===== src/rtl/ptd_pkg.sv =====
// Shared types and constants of the periodic task dispatcher.
`default_nettype none
package ptd_pkg;
   localparam int unsigned MaxTasksDefault = 16;
   localparam int unsigned TopLevelDefault = 7;
   localparam logic [15:0] NoId = 16'hFFFF;

   typedef enum logic [2:0] {
      ACT_TICK = 3'd0, ACT_CREATE = 3'd1, ACT_DELETE = 3'd2, ACT_STATE = 3'd3,
      ACT_PERIOD = 3'd4, ACT_DELAY = 3'd5, ACT_PRIO = 3'd6, ACT_NONE = 3'd7
   } action_type;

   localparam logic [1:0] StatusOk = 2'd0;
   localparam logic [1:0] StatusNotFound = 2'd1;
   localparam logic [1:0] StatusFull = 2'd2;

   localparam logic [1:0] ModeDisable = 2'd0;
   localparam logic [1:0] ModeToggle = 2'd2;

   typedef enum logic [3:0] {
      ST_IDLE, ST_FIND, ST_TICK, ST_IDSCAN, ST_POS, ST_SHIFT_UP, ST_INSERT,
      ST_SHIFT_DN, ST_UPDATE, ST_RESP
   } state_type;

   // controller -> datapath
   typedef struct packed {
      logic load;        // latch request, clear scan index
      logic scan_step;   // advance scan index
      logic scan_clear;  // restart scan index at 0
      logic fire;        // dispatch entry at scan index
      logic bump_cand;   // candidate id + 1, restart scan
      logic pos_step;    // position scan step
      logic shift_up;    // move entry idx-1 to idx, idx--
      logic insert;      // write stashed entry at pos, count++
      logic shift_dn;    // move entry idx+1 to idx, idx++
      logic remove_done; // count--, fix next free id
      logic update;      // state, period, delay update at slot
      logic set_full;
      logic set_notfound;
      logic load_idx_top;// idx = count (for shift up)
      logic stash;       // copy found entry to stash
      logic set_created; // new id result
   } ptd_cmd_type;

   // datapath -> controller
   typedef struct packed {
      logic scan_end;    // idx >= count
      logic match;       // entry at idx matches request id
      logic due;         // entry at idx enabled and due
      logic cand_hit;    // entry at idx holds the candidate id
      logic full;        // table full
      logic at_pos;      // shift up reached insert position
      logic last_dn;     // idx + 1 >= count
      action_type action;
   } ptd_sts_type;
endpackage
`default_nettype wire


===== src/rtl/ptd_ctrl.sv =====
// Sequencer of the periodic task dispatcher.
`default_nettype none
module ptd_ctrl (
   input  wire logic clock,
   input  wire logic reset,
   input  wire logic req_valid,
   output logic req_ready,
   output logic rsp_valid,
   input  wire logic rsp_ready,
   input  wire ptd_pkg::ptd_sts_type sts,
   output ptd_pkg::ptd_cmd_type cmd
);
   import ptd_pkg::*;
   state_type state_ff, state_in;

   always_ff @(posedge clock) begin
      if (reset) state_ff <= ST_IDLE;
      else state_ff <= state_in;
   end

   always_comb begin
      state_in = state_ff;
      cmd = '0;
      req_ready = 1'b0;
      rsp_valid = 1'b0;
      case (state_ff)
         ST_IDLE: begin
            req_ready = !reset;
            if (req_valid && !reset) begin
               cmd.load = 1'b1;
               state_in = ST_FIND;
            end
         end
         ST_FIND: begin
            case (sts.action)
               ACT_TICK: state_in = ST_TICK;
               ACT_CREATE: begin
                  if (sts.full) begin
                     cmd.set_full = 1'b1;
                     state_in = ST_RESP;
                  end else state_in = ST_IDSCAN;
               end
               ACT_NONE: state_in = ST_RESP;
               default: begin
                  if (sts.scan_end) begin
                     cmd.set_notfound = 1'b1;
                     state_in = ST_RESP;
                  end else if (sts.match) begin
                     cmd.stash = 1'b1;
                     if (sts.action == ACT_DELETE || sts.action == ACT_PRIO)
                        state_in = ST_SHIFT_DN;
                     else state_in = ST_UPDATE;
                  end else cmd.scan_step = 1'b1;
               end
            endcase
         end
         ST_TICK: begin
            if (sts.scan_end) state_in = ST_RESP;
            else if (sts.due) begin
               cmd.fire = 1'b1;
               state_in = ST_RESP;
            end else cmd.scan_step = 1'b1;
         end
         ST_IDSCAN: begin
            if (sts.scan_end) begin
               cmd.set_created = 1'b1;
               cmd.scan_clear = 1'b1;
               state_in = ST_POS;
            end else if (sts.cand_hit) cmd.bump_cand = 1'b1;
            else cmd.scan_step = 1'b1;
         end
         ST_POS: begin
            if (sts.scan_end) begin
               cmd.load_idx_top = 1'b1;
               state_in = ST_SHIFT_UP;
            end else cmd.pos_step = 1'b1;
         end
         ST_SHIFT_UP: begin
            if (sts.at_pos) begin
               cmd.insert = 1'b1;
               state_in = ST_RESP;
            end else cmd.shift_up = 1'b1;
         end
         ST_SHIFT_DN: begin
            if (sts.last_dn) begin
               cmd.remove_done = 1'b1;
               if (sts.action == ACT_PRIO) begin
                  cmd.scan_clear = 1'b1;
                  state_in = ST_POS;
               end else state_in = ST_RESP;
            end else cmd.shift_dn = 1'b1;
         end
         ST_UPDATE: begin
            cmd.update = 1'b1;
            state_in = ST_RESP;
         end
         ST_RESP: begin
            rsp_valid = 1'b1;
            if (rsp_ready) state_in = ST_IDLE;
         end
         default: state_in = ST_IDLE;
      endcase
   end

`ifndef SYNTHESIS
   a_ready_idle: assert property (@(posedge clock) disable iff (reset)
      req_ready |-> !rsp_valid) else $error("ready while result pending");
   a_rsp_hold: assert property (@(posedge clock) disable iff (reset)
      rsp_valid && !rsp_ready |=> rsp_valid) else $error("result dropped");
   a_one_cmd: assert property (@(posedge clock) disable iff (reset)
      $onehot0({cmd.insert, cmd.remove_done, cmd.update, cmd.fire}))
      else $error("conflicting table commands");
`endif
endmodule
`default_nettype wire


===== src/rtl/ptd_dpath.sv =====
// Task table and arithmetic of the periodic task dispatcher.
`default_nettype none
module ptd_dpath #(
   parameter int unsigned MAX_TASKS = ptd_pkg::MaxTasksDefault,
   parameter int unsigned TOP_LEVEL = ptd_pkg::TopLevelDefault,
   localparam int unsigned IW = $clog2(MAX_TASKS),
   localparam int unsigned CW = $clog2(MAX_TASKS + 1),
   localparam int unsigned LW = $clog2(TOP_LEVEL + 1)
) (
   input  wire logic clock,
   input  wire logic reset,
   input  wire ptd_pkg::ptd_cmd_type cmd,
   output ptd_pkg::ptd_sts_type sts,
   input  wire logic [31:0] comp_range,
   input  wire logic [2:0] req_action,
   input  wire logic [31:0] req_now,
   input  wire logic [15:0] req_task_id,
   input  wire logic [7:0] req_priority_req,
   input  wire logic [31:0] req_period,
   input  wire logic [1:0] req_enable_mode,
   input  wire logic [31:0] req_delay_ticks,
   input  wire logic req_from_now,
   output logic rsp_fired,
   output logic [15:0] rsp_fired_id,
   output logic [31:0] rsp_latency,
   output logic [1:0] rsp_status,
   output logic [15:0] rsp_new_id,
   output logic [CW-1:0] rsp_task_count
);
   import ptd_pkg::*;

   logic [15:0] id_ff [MAX_TASKS];
   logic [31:0] per_ff [MAX_TASKS];
   logic [31:0] lr_ff [MAX_TASKS];
   logic en_ff [MAX_TASKS];
   logic [LW-1:0] lvl_ff [MAX_TASKS];

   logic [CW-1:0] count_ff;
   logic [15:0] nfree_ff;
   logic [CW-1:0] idx_ff;
   logic [CW-1:0] pos_ff;
   logic [15:0] cand_ff;
   action_type act_ff;
   logic [31:0] now_ff, per_req_ff, dly_ff;
   logic [15:0] tid_ff;
   logic [LW-1:0] lvlreq_ff;
   logic [1:0] mode_ff;
   logic fromnow_ff;
   // stash of the entry being inserted
   logic [15:0] s_id_ff;
   logic [31:0] s_per_ff, s_lr_ff;
   logic s_en_ff;

   logic fired_ff;
   logic [15:0] fid_ff, newid_ff;
   logic [31:0] lat_ff;
   logic [1:0] status_ff;

   logic [IW-1:0] ix, ixm1, ixp1, px;
   logic [31:0] due;
   logic [LW-1:0] clamp;
   logic [15:0] cand_wrap;
   logic en_new;

   assign ix = idx_ff[IW-1:0];
   assign ixm1 = IW'(idx_ff - 1'b1);
   assign ixp1 = IW'(idx_ff + 1'b1);
   assign px = pos_ff[IW-1:0];
   assign due = lr_ff[ix] + per_ff[ix];
   assign clamp = (req_priority_req > 8'(TOP_LEVEL)) ? LW'(TOP_LEVEL)
                                                      : LW'(req_priority_req);
   assign cand_wrap = (cand_ff == NoId) ? 16'd0 : cand_ff;
   assign en_new = (mode_ff == ModeToggle) ? !en_ff[ix] : (mode_ff != ModeDisable);

   always_comb begin
      sts.scan_end = (idx_ff >= count_ff);
      sts.match = (id_ff[ix] == tid_ff);
      sts.due = en_ff[ix] && (now_ff >= due);
      sts.cand_hit = (id_ff[ix] == cand_wrap);
      sts.full = (count_ff >= CW'(MAX_TASKS));
      sts.at_pos = (idx_ff == pos_ff);
      sts.last_dn = ({1'b0, idx_ff} + 1'b1 >= {1'b0, count_ff});
      sts.action = act_ff;
   end

   always_ff @(posedge clock) begin
      if (reset) begin
         count_ff <= '0;
         nfree_ff <= '0;
      end else begin
         if (cmd.insert) count_ff <= count_ff + 1'b1;
         if (cmd.remove_done) begin
            count_ff <= count_ff - 1'b1;
            if (nfree_ff == s_id_ff + 16'd1) nfree_ff <= s_id_ff;
         end
         if (cmd.set_created) nfree_ff <= cand_wrap + 16'd1;
      end
   end

   always_ff @(posedge clock) begin
      if (cmd.load) begin
         act_ff <= action_type'(req_action);
         now_ff <= req_now;
         tid_ff <= req_task_id;
         lvlreq_ff <= clamp;
         per_req_ff <= (req_period == 32'd0) ? 32'd1 : req_period;
         mode_ff <= req_enable_mode;
         dly_ff <= req_delay_ticks;
         fromnow_ff <= req_from_now;
         idx_ff <= '0;
         pos_ff <= '0;
         cand_ff <= nfree_ff;
         fired_ff <= 1'b0;
         fid_ff <= '0;
         lat_ff <= '0;
         status_ff <= StatusOk;
         newid_ff <= NoId;
      end
      if (cmd.scan_step) idx_ff <= idx_ff + 1'b1;
      if (cmd.scan_clear) idx_ff <= '0;
      if (cmd.bump_cand) begin
         cand_ff <= cand_wrap + 16'd1;
         idx_ff <= '0;
      end
      if (cmd.set_created) begin
         newid_ff <= cand_wrap;
         s_id_ff <= cand_wrap;
         s_per_ff <= per_req_ff;
         s_lr_ff <= now_ff - per_req_ff;
         s_en_ff <= (mode_ff != ModeDisable);
      end
      if (cmd.pos_step) begin
         if (lvl_ff[ix] <= lvlreq_ff) pos_ff <= idx_ff + 1'b1;
         idx_ff <= idx_ff + 1'b1;
      end
      if (cmd.load_idx_top) idx_ff <= count_ff;
      if (cmd.shift_up) begin
         id_ff[ix] <= id_ff[ixm1];
         per_ff[ix] <= per_ff[ixm1];
         lr_ff[ix] <= lr_ff[ixm1];
         en_ff[ix] <= en_ff[ixm1];
         lvl_ff[ix] <= lvl_ff[ixm1];
         idx_ff <= idx_ff - 1'b1;
      end
      if (cmd.insert) begin
         id_ff[px] <= s_id_ff;
         per_ff[px] <= s_per_ff;
         lr_ff[px] <= s_lr_ff;
         en_ff[px] <= s_en_ff;
         lvl_ff[px] <= lvlreq_ff;
      end
      if (cmd.stash) begin
         s_id_ff <= id_ff[ix];
         s_per_ff <= per_ff[ix];
         s_lr_ff <= lr_ff[ix];
         s_en_ff <= en_ff[ix];
      end
      if (cmd.shift_dn) begin
         id_ff[ix] <= id_ff[ixp1];
         per_ff[ix] <= per_ff[ixp1];
         lr_ff[ix] <= lr_ff[ixp1];
         en_ff[ix] <= en_ff[ixp1];
         lvl_ff[ix] <= lvl_ff[ixp1];
         idx_ff <= idx_ff + 1'b1;
      end
      if (cmd.update) begin
         case (act_ff)
            ACT_STATE: begin
               en_ff[ix] <= en_new;
               if (en_new) lr_ff[ix] <= now_ff - per_ff[ix];
            end
            ACT_PERIOD: begin
               per_ff[ix] <= per_req_ff;
               lr_ff[ix] <= now_ff - per_req_ff;
            end
            ACT_DELAY: lr_ff[ix] <= fromnow_ff ? now_ff + dly_ff : lr_ff[ix] + dly_ff;
            default: ;
         endcase
      end
      if (cmd.fire) begin
         fired_ff <= 1'b1;
         fid_ff <= id_ff[ix];
         lat_ff <= now_ff - due;
         lr_ff[ix] <= (now_ff - due <= comp_range) ? due : now_ff;
      end
      if (cmd.set_full) status_ff <= StatusFull;
      if (cmd.set_notfound) status_ff <= StatusNotFound;
   end

   assign rsp_fired = fired_ff;
   assign rsp_fired_id = fid_ff;
   assign rsp_latency = lat_ff;
   assign rsp_status = status_ff;
   assign rsp_new_id = newid_ff;
   assign rsp_task_count = count_ff;

`ifndef SYNTHESIS
   a_count_max: assert property (@(posedge clock) disable iff (reset)
      count_ff <= CW'(MAX_TASKS)) else $error("task count overflow");
   a_ins_room: assert property (@(posedge clock) disable iff (reset)
      cmd.insert |-> count_ff < CW'(MAX_TASKS)) else $error("insert into full table");
   a_fire_late: assert property (@(posedge clock) disable iff (reset)
      cmd.fire |=> rsp_fired) else $error("fire not recorded");
`endif
endmodule
`default_nettype wire


===== src/rtl/periodic_task_dispatcher.sv =====
// Top level of the periodic task dispatcher.
`default_nettype none
// Keeps up to MAX_TASKS periodic tasks ordered by priority level (0 first,
// insertion order within a level). One request beat carries an action: tick
// dispatches the first enabled due task and reports its id and lateness;
// the others create, delete, enable/disable/toggle, re-period, delay or
// re-prioritise a task. Every request gives exactly one response beat.
// Requests are handled one at a time by a sequencer that walks the table one
// entry per cycle. A tick walks until the first due task; a create walks the
// table for a free id, then for the insert position, then shifts entries up;
// a delete shifts the entries behind it down; a re-prioritise does a delete,
// then the create's position walk and shift. csr_wr_en writes comp_range,
// the largest lateness that still advances a task by exactly one period.
// Table slots need no clearing; only slots below the task count are read.
module periodic_task_dispatcher #(
   parameter int unsigned MAX_TASKS = ptd_pkg::MaxTasksDefault,
   parameter int unsigned TOP_LEVEL = ptd_pkg::TopLevelDefault
) (
   input  wire logic clock,
   input  wire logic reset,
   input  wire logic csr_wr_en,
   input  wire logic [31:0] csr_wr_data,
   input  wire logic req_valid,
   output logic req_ready,
   input  wire logic [2:0] req_action,
   input  wire logic [31:0] req_now,
   input  wire logic [15:0] req_task_id,
   input  wire logic [7:0] req_priority_req,
   input  wire logic [31:0] req_period,
   input  wire logic [1:0] req_enable_mode,
   input  wire logic [31:0] req_delay_ticks,
   input  wire logic req_from_now,
   output logic rsp_valid,
   input  wire logic rsp_ready,
   output logic rsp_fired,
   output logic [15:0] rsp_fired_id,
   output logic [31:0] rsp_latency,
   output logic [1:0] rsp_status,
   output logic [15:0] rsp_new_id,
   output logic [4:0] rsp_task_count
);
   import ptd_pkg::*;
   localparam int unsigned CW = $clog2(MAX_TASKS + 1);

   logic [31:0] comp_range_ff;
   ptd_cmd_type cmd;
   ptd_sts_type sts;
   logic [CW-1:0] count;

   // compensation range register
   always_ff @(posedge clock) begin
      if (reset) comp_range_ff <= '0;
      else if (csr_wr_en) comp_range_ff <= csr_wr_data;
   end

   ptd_ctrl u_ctrl (
      .clock(clock), .reset(reset),
      .req_valid(req_valid), .req_ready(req_ready),
      .rsp_valid(rsp_valid), .rsp_ready(rsp_ready),
      .sts(sts), .cmd(cmd)
   );

   ptd_dpath #(.MAX_TASKS(MAX_TASKS), .TOP_LEVEL(TOP_LEVEL)) u_dpath (
      .clock(clock), .reset(reset), .cmd(cmd), .sts(sts),
      .comp_range(comp_range_ff),
      .req_action(req_action), .req_now(req_now), .req_task_id(req_task_id),
      .req_priority_req(req_priority_req), .req_period(req_period),
      .req_enable_mode(req_enable_mode), .req_delay_ticks(req_delay_ticks),
      .req_from_now(req_from_now),
      .rsp_fired(rsp_fired), .rsp_fired_id(rsp_fired_id),
      .rsp_latency(rsp_latency), .rsp_status(rsp_status),
      .rsp_new_id(rsp_new_id), .rsp_task_count(count)
   );

   // count width follows MAX_TASKS; the port is fixed at five bits
   assign rsp_task_count = 5'(count);
endmodule
`default_nettype wire


===== config.mk =====
export PLATFORM = sky130hd
export DESIGN_NAME = periodic_task_dispatcher
export DESIGN_NICKNAME = d
export VERILOG_FILES = /design/src/rtl/ptd_pkg.sv /design/src/rtl/ptd_ctrl.sv /design/src/rtl/ptd_dpath.sv /design/src/rtl/periodic_task_dispatcher.sv
export SDC_FILE = /design/constraint.sdc
export NUM_CORES = 2
export LEC_CHECK = 0
export BUFFER_PORTS_ARGS = -buffer_cell sky130_fd_sc_hd__buf_2
export CELL_PAD_IN_SITES_DETAIL_PLACEMENT = 1
export CELL_PAD_IN_SITES_GLOBAL_PLACEMENT = 1
export CORE_MARGIN = 2
export CORE_UTILIZATION = 50
export DETAILED_ROUTE_END_ITERATION = 6
export PLACE_DENSITY_LB_ADDON = 0.1
export SETUP_SLACK_MARGIN = 0.5
export SLEW_MARGIN = 10
export SYNTH_ARGS = -nofsm -noshare
export SYNTH_HDL_FRONTEND = slang
export SYNTH_SLANG_ARGS = --single-unit

===== constraint.sdc =====
create_clock -name clock -period 11.8 [get_ports clock]
set_input_delay 1.18 -clock clock [delete_from_list [all_inputs] [get_ports clock]]
set_output_delay 1.18 -clock clock [all_outputs]
set_load 0.005 [all_outputs]

==> metrics <==
status finished, final reports clean; total gr overflow 0; Hold Path Class flop to flop; Vias per Instance slightly above 7; clk_lat worst skew 870 ps; post-synthesis sequential area ratio 0.510; Avg Cell Area, Syn 14.8 sq um; FFs w/ async S/R, synth 0; worst reg-to-reg path cell count 32; Crit path buffers/inverters 2; startpoint types flop; kind of critical path flop to flop; Max Clock Freq 93.7 MHz; Post-synth EDFFs between 1,500 and 2,000; post-detailed-routing wire length 371 mm; Die ar. 0.201 sq mm; area leader, netlist edfxtp_1; area grow syn2layout 11.8%; drt first pass iters 7; final setup TNS 0 ps; core area 0.197 sq mm; Die Y 449 um; Syn Nets 7,048; Placed Area 0.104 sq mm; via count 69,800; total track usage 0.366; CP dominant cell by count ha_1; Die Wd 449 um; clock buffer count from CTS between 150 and 200; Num Clock Sinks 1,700; Worst-path clk slew 60 ps; Final ANT Viol Nets 0; Worst Tran Pin Value 1260 ps; unrepaired setup endpoints after global routing false; Ys Warns 0; synthesis-stage register bit count between 1,500 and 2,000; Final HPWL DP 239 mm; Post-synth top cells 1,631 x edfxtp_1, 1,153 x mux4_2, 694 x nand2_1; Nets 7,213; Initial Utilization 0.502; first-pass GRT wire length approximately 530 mm; initial antenna violation count 27; Post-Layout Cell Count 9,653; Placed Cells 9,283; fin crit share 0.905; drt drc 0; H-tree depth 4; Max Cap Violations 0; Crit path arrival time 11,180 ps; cell area after layout 0.110 sq mm; critical path's top delay family compound AO/OA/AOI/OAI gates; row count about 160; final count of hold timing violations 0; fin crit period about 11,000 ps; gpl congestion 0.999; Buffers on Ports between 200 and 250; Max stage delay cell, worst path o31ai_2; Max Slew Vio Count 0; Final Setup Violations 0; # hold bufs at CTS 0; largest net degree at the start of global routing 143; hold path depth 2; most common cell in the netlist edfxtp_1; Core Util, Final 0.561; Worst slew margin 0.153; most frequently used flop master after synthesis edfxtp_1; Crit. path cell count 32; Initial DRC Count 9,086; Root Driver clkbuf_16; IO Pins about 240; drt wl/cell 38.4 um; CTS tree built; fillers 18,400; Synth area leaders edfxtp_1 50%, mux4_2 26%, nand2_1 2.6%; Max Buffers Root-to-Sink 3; Syn Inst Count 6,672; worst path required time 12,310 ps; Mapped Area approximately 0.1 sq mm; CP Max Fanout 38; Worst path max stage delay a little under 900 ps; crit end category flop; vias in the first global route 70,600; skew final ~51 ps; top cell type's share of synthesized area 0.496; Netlist cell types 90; layout cells sized above 1 0.305
## layout make-up
class,instances,area [sq um],share of cell area
diodes,19,47.5,0.000431
clock inverters,121,1480,0.0134
well taps,2640,3300,0.0299
repair buffers,477,3390,0.0307
clock buffers,227,4900,0.0444
multi-input cells,4315,46300,0.420
flip-flops and latches,1700,50400,0.456
inverters,154,596,0.00539
## worst reg2reg max path: cells and delay by family, from the launching register on
family,cells,cell delay [ps]
buffers and inverters,2,570
adders and majority gates,3,1100
xor gates and xnor gates,1,430
and+or+nand+nor,5,1130
muxes,2,1260
AOI/OAI and AO/OA,19,5260
DFF,1,580
## stage by stage
stage	setup slack [ps]	hold slack (ps)
global route	509	461
floorplan	1560	439
CTS	632	436
detailed placement	204	449
finish	1130	458
global placement	469	433
## kinds of logic (layout without fill, tap and decap cells)
group | Yosys count | count (layout) | synth area share
muxes | 1327 | 1327 | 0.283
other | 0 | 19 | 0
xor gates and xnor gates | 217 | 217 | 0.0192
AOI/OAI and AO/OA | 949 | 949 | 0.0608
adders and majority gates | 213 | 213 | 0.0274
buffers and inverters | 657 | 979 | 0.0268
DFF | 1700 | 1700 | 0.510
and+or+nand+nor | 1609 | 1609 | 0.0730
## per-layer routing
metal | track usage | wire (um) | vias up
met3 | 0.0979 | 41600 | 988
li1 | - | - | 27400
met5 | 0 | 124 | -
met4 | 0.203 | 23800 | 18
met2 | 0.559 | 169000 | 4640
met1 | 0.480 | 136000 | 36700
## worst paths after layout
| kind | startpoint | to | slack (ps) |
|---|---|---|---|
| max | flop | u_dpath.lr_ff[5][10] | 1130 |
| min | u_dpath.rsp_fired | u_dpath.rsp_fired | 460 |
| max reg2reg | flop | u_dpath.lr_ff[5][10] | 1130 |
| min reg2reg | u_dpath.rsp_fired | u_dpath.rsp_fired | 460 |
## registers in the layout (all words and copies together), names as in the netlist, 4 cells and up, named ones only
name and flops:
u_dpath.lr_ff 512, u_dpath.per_ff 512, u_dpath.id_ff 256, u_dpath.lvl_ff 48, comp_range_ff 32, u_dpath.dly_ff 32
u_dpath.now_ff 32, u_dpath.per_req_ff 32, u_dpath.rsp_latency 32, u_dpath.s_lr_ff 32, u_dpath.s_per_ff 32, u_dpath.cand_ff 16
u_dpath.en_ff 16, u_dpath.nfree_ff 16, u_dpath.rsp_fired_id 16, u_dpath.rsp_new_id 16, u_dpath.s_id_ff 16, u_dpath.tid_ff 16
u_dpath.idx_ff 5, u_dpath.pos_ff 5, u_dpath.rsp_task_count 5, u_ctrl.state_ff 4
## placed cells by master (no fill, tap or decap), types with 30 or more instances in the layout
master     synthesis  layout
edfxtp_1        1631    1631
mux4_2          1153    1153
nand2_1          694     691
nand3_1          272     272
nor2_1           322     270
a21oi_1          270     266
buf_2             98     236
o21ai_0          231     229
buf_4              9     210
ha_1             207     206
clkbuf_16          0     189
inv_1            151     147
xnor2_1          120     118
xor2_1            97      96
mux2_2            89      89
a21o_1            87      87
mux2i_1           74      73
dfxtp_1           69      65
and3_1            54      54
nor3_1            51      49
a211oi_1          42      42
nand2b_1          39      39
a31oi_1           53      37
nand4_1           36      36
nor2_4             0      35
clkinv_1           0      35
clkbuf_1         283      35
o211ai_1          34      34
clkinv_2           0      33
o21a_1            32      31
nor2b_1           30      30
buf_12             0      30
## repair_timing
item | in CTS | in global routing
endpoints found under the setup margin | 80 | 480
buffers inserted | 1 | 2
resized for setup | 2 | 6
Power is not shown: default switching activity piles up to over one toggle a cycle in this logic, so the estimate is an artifact.
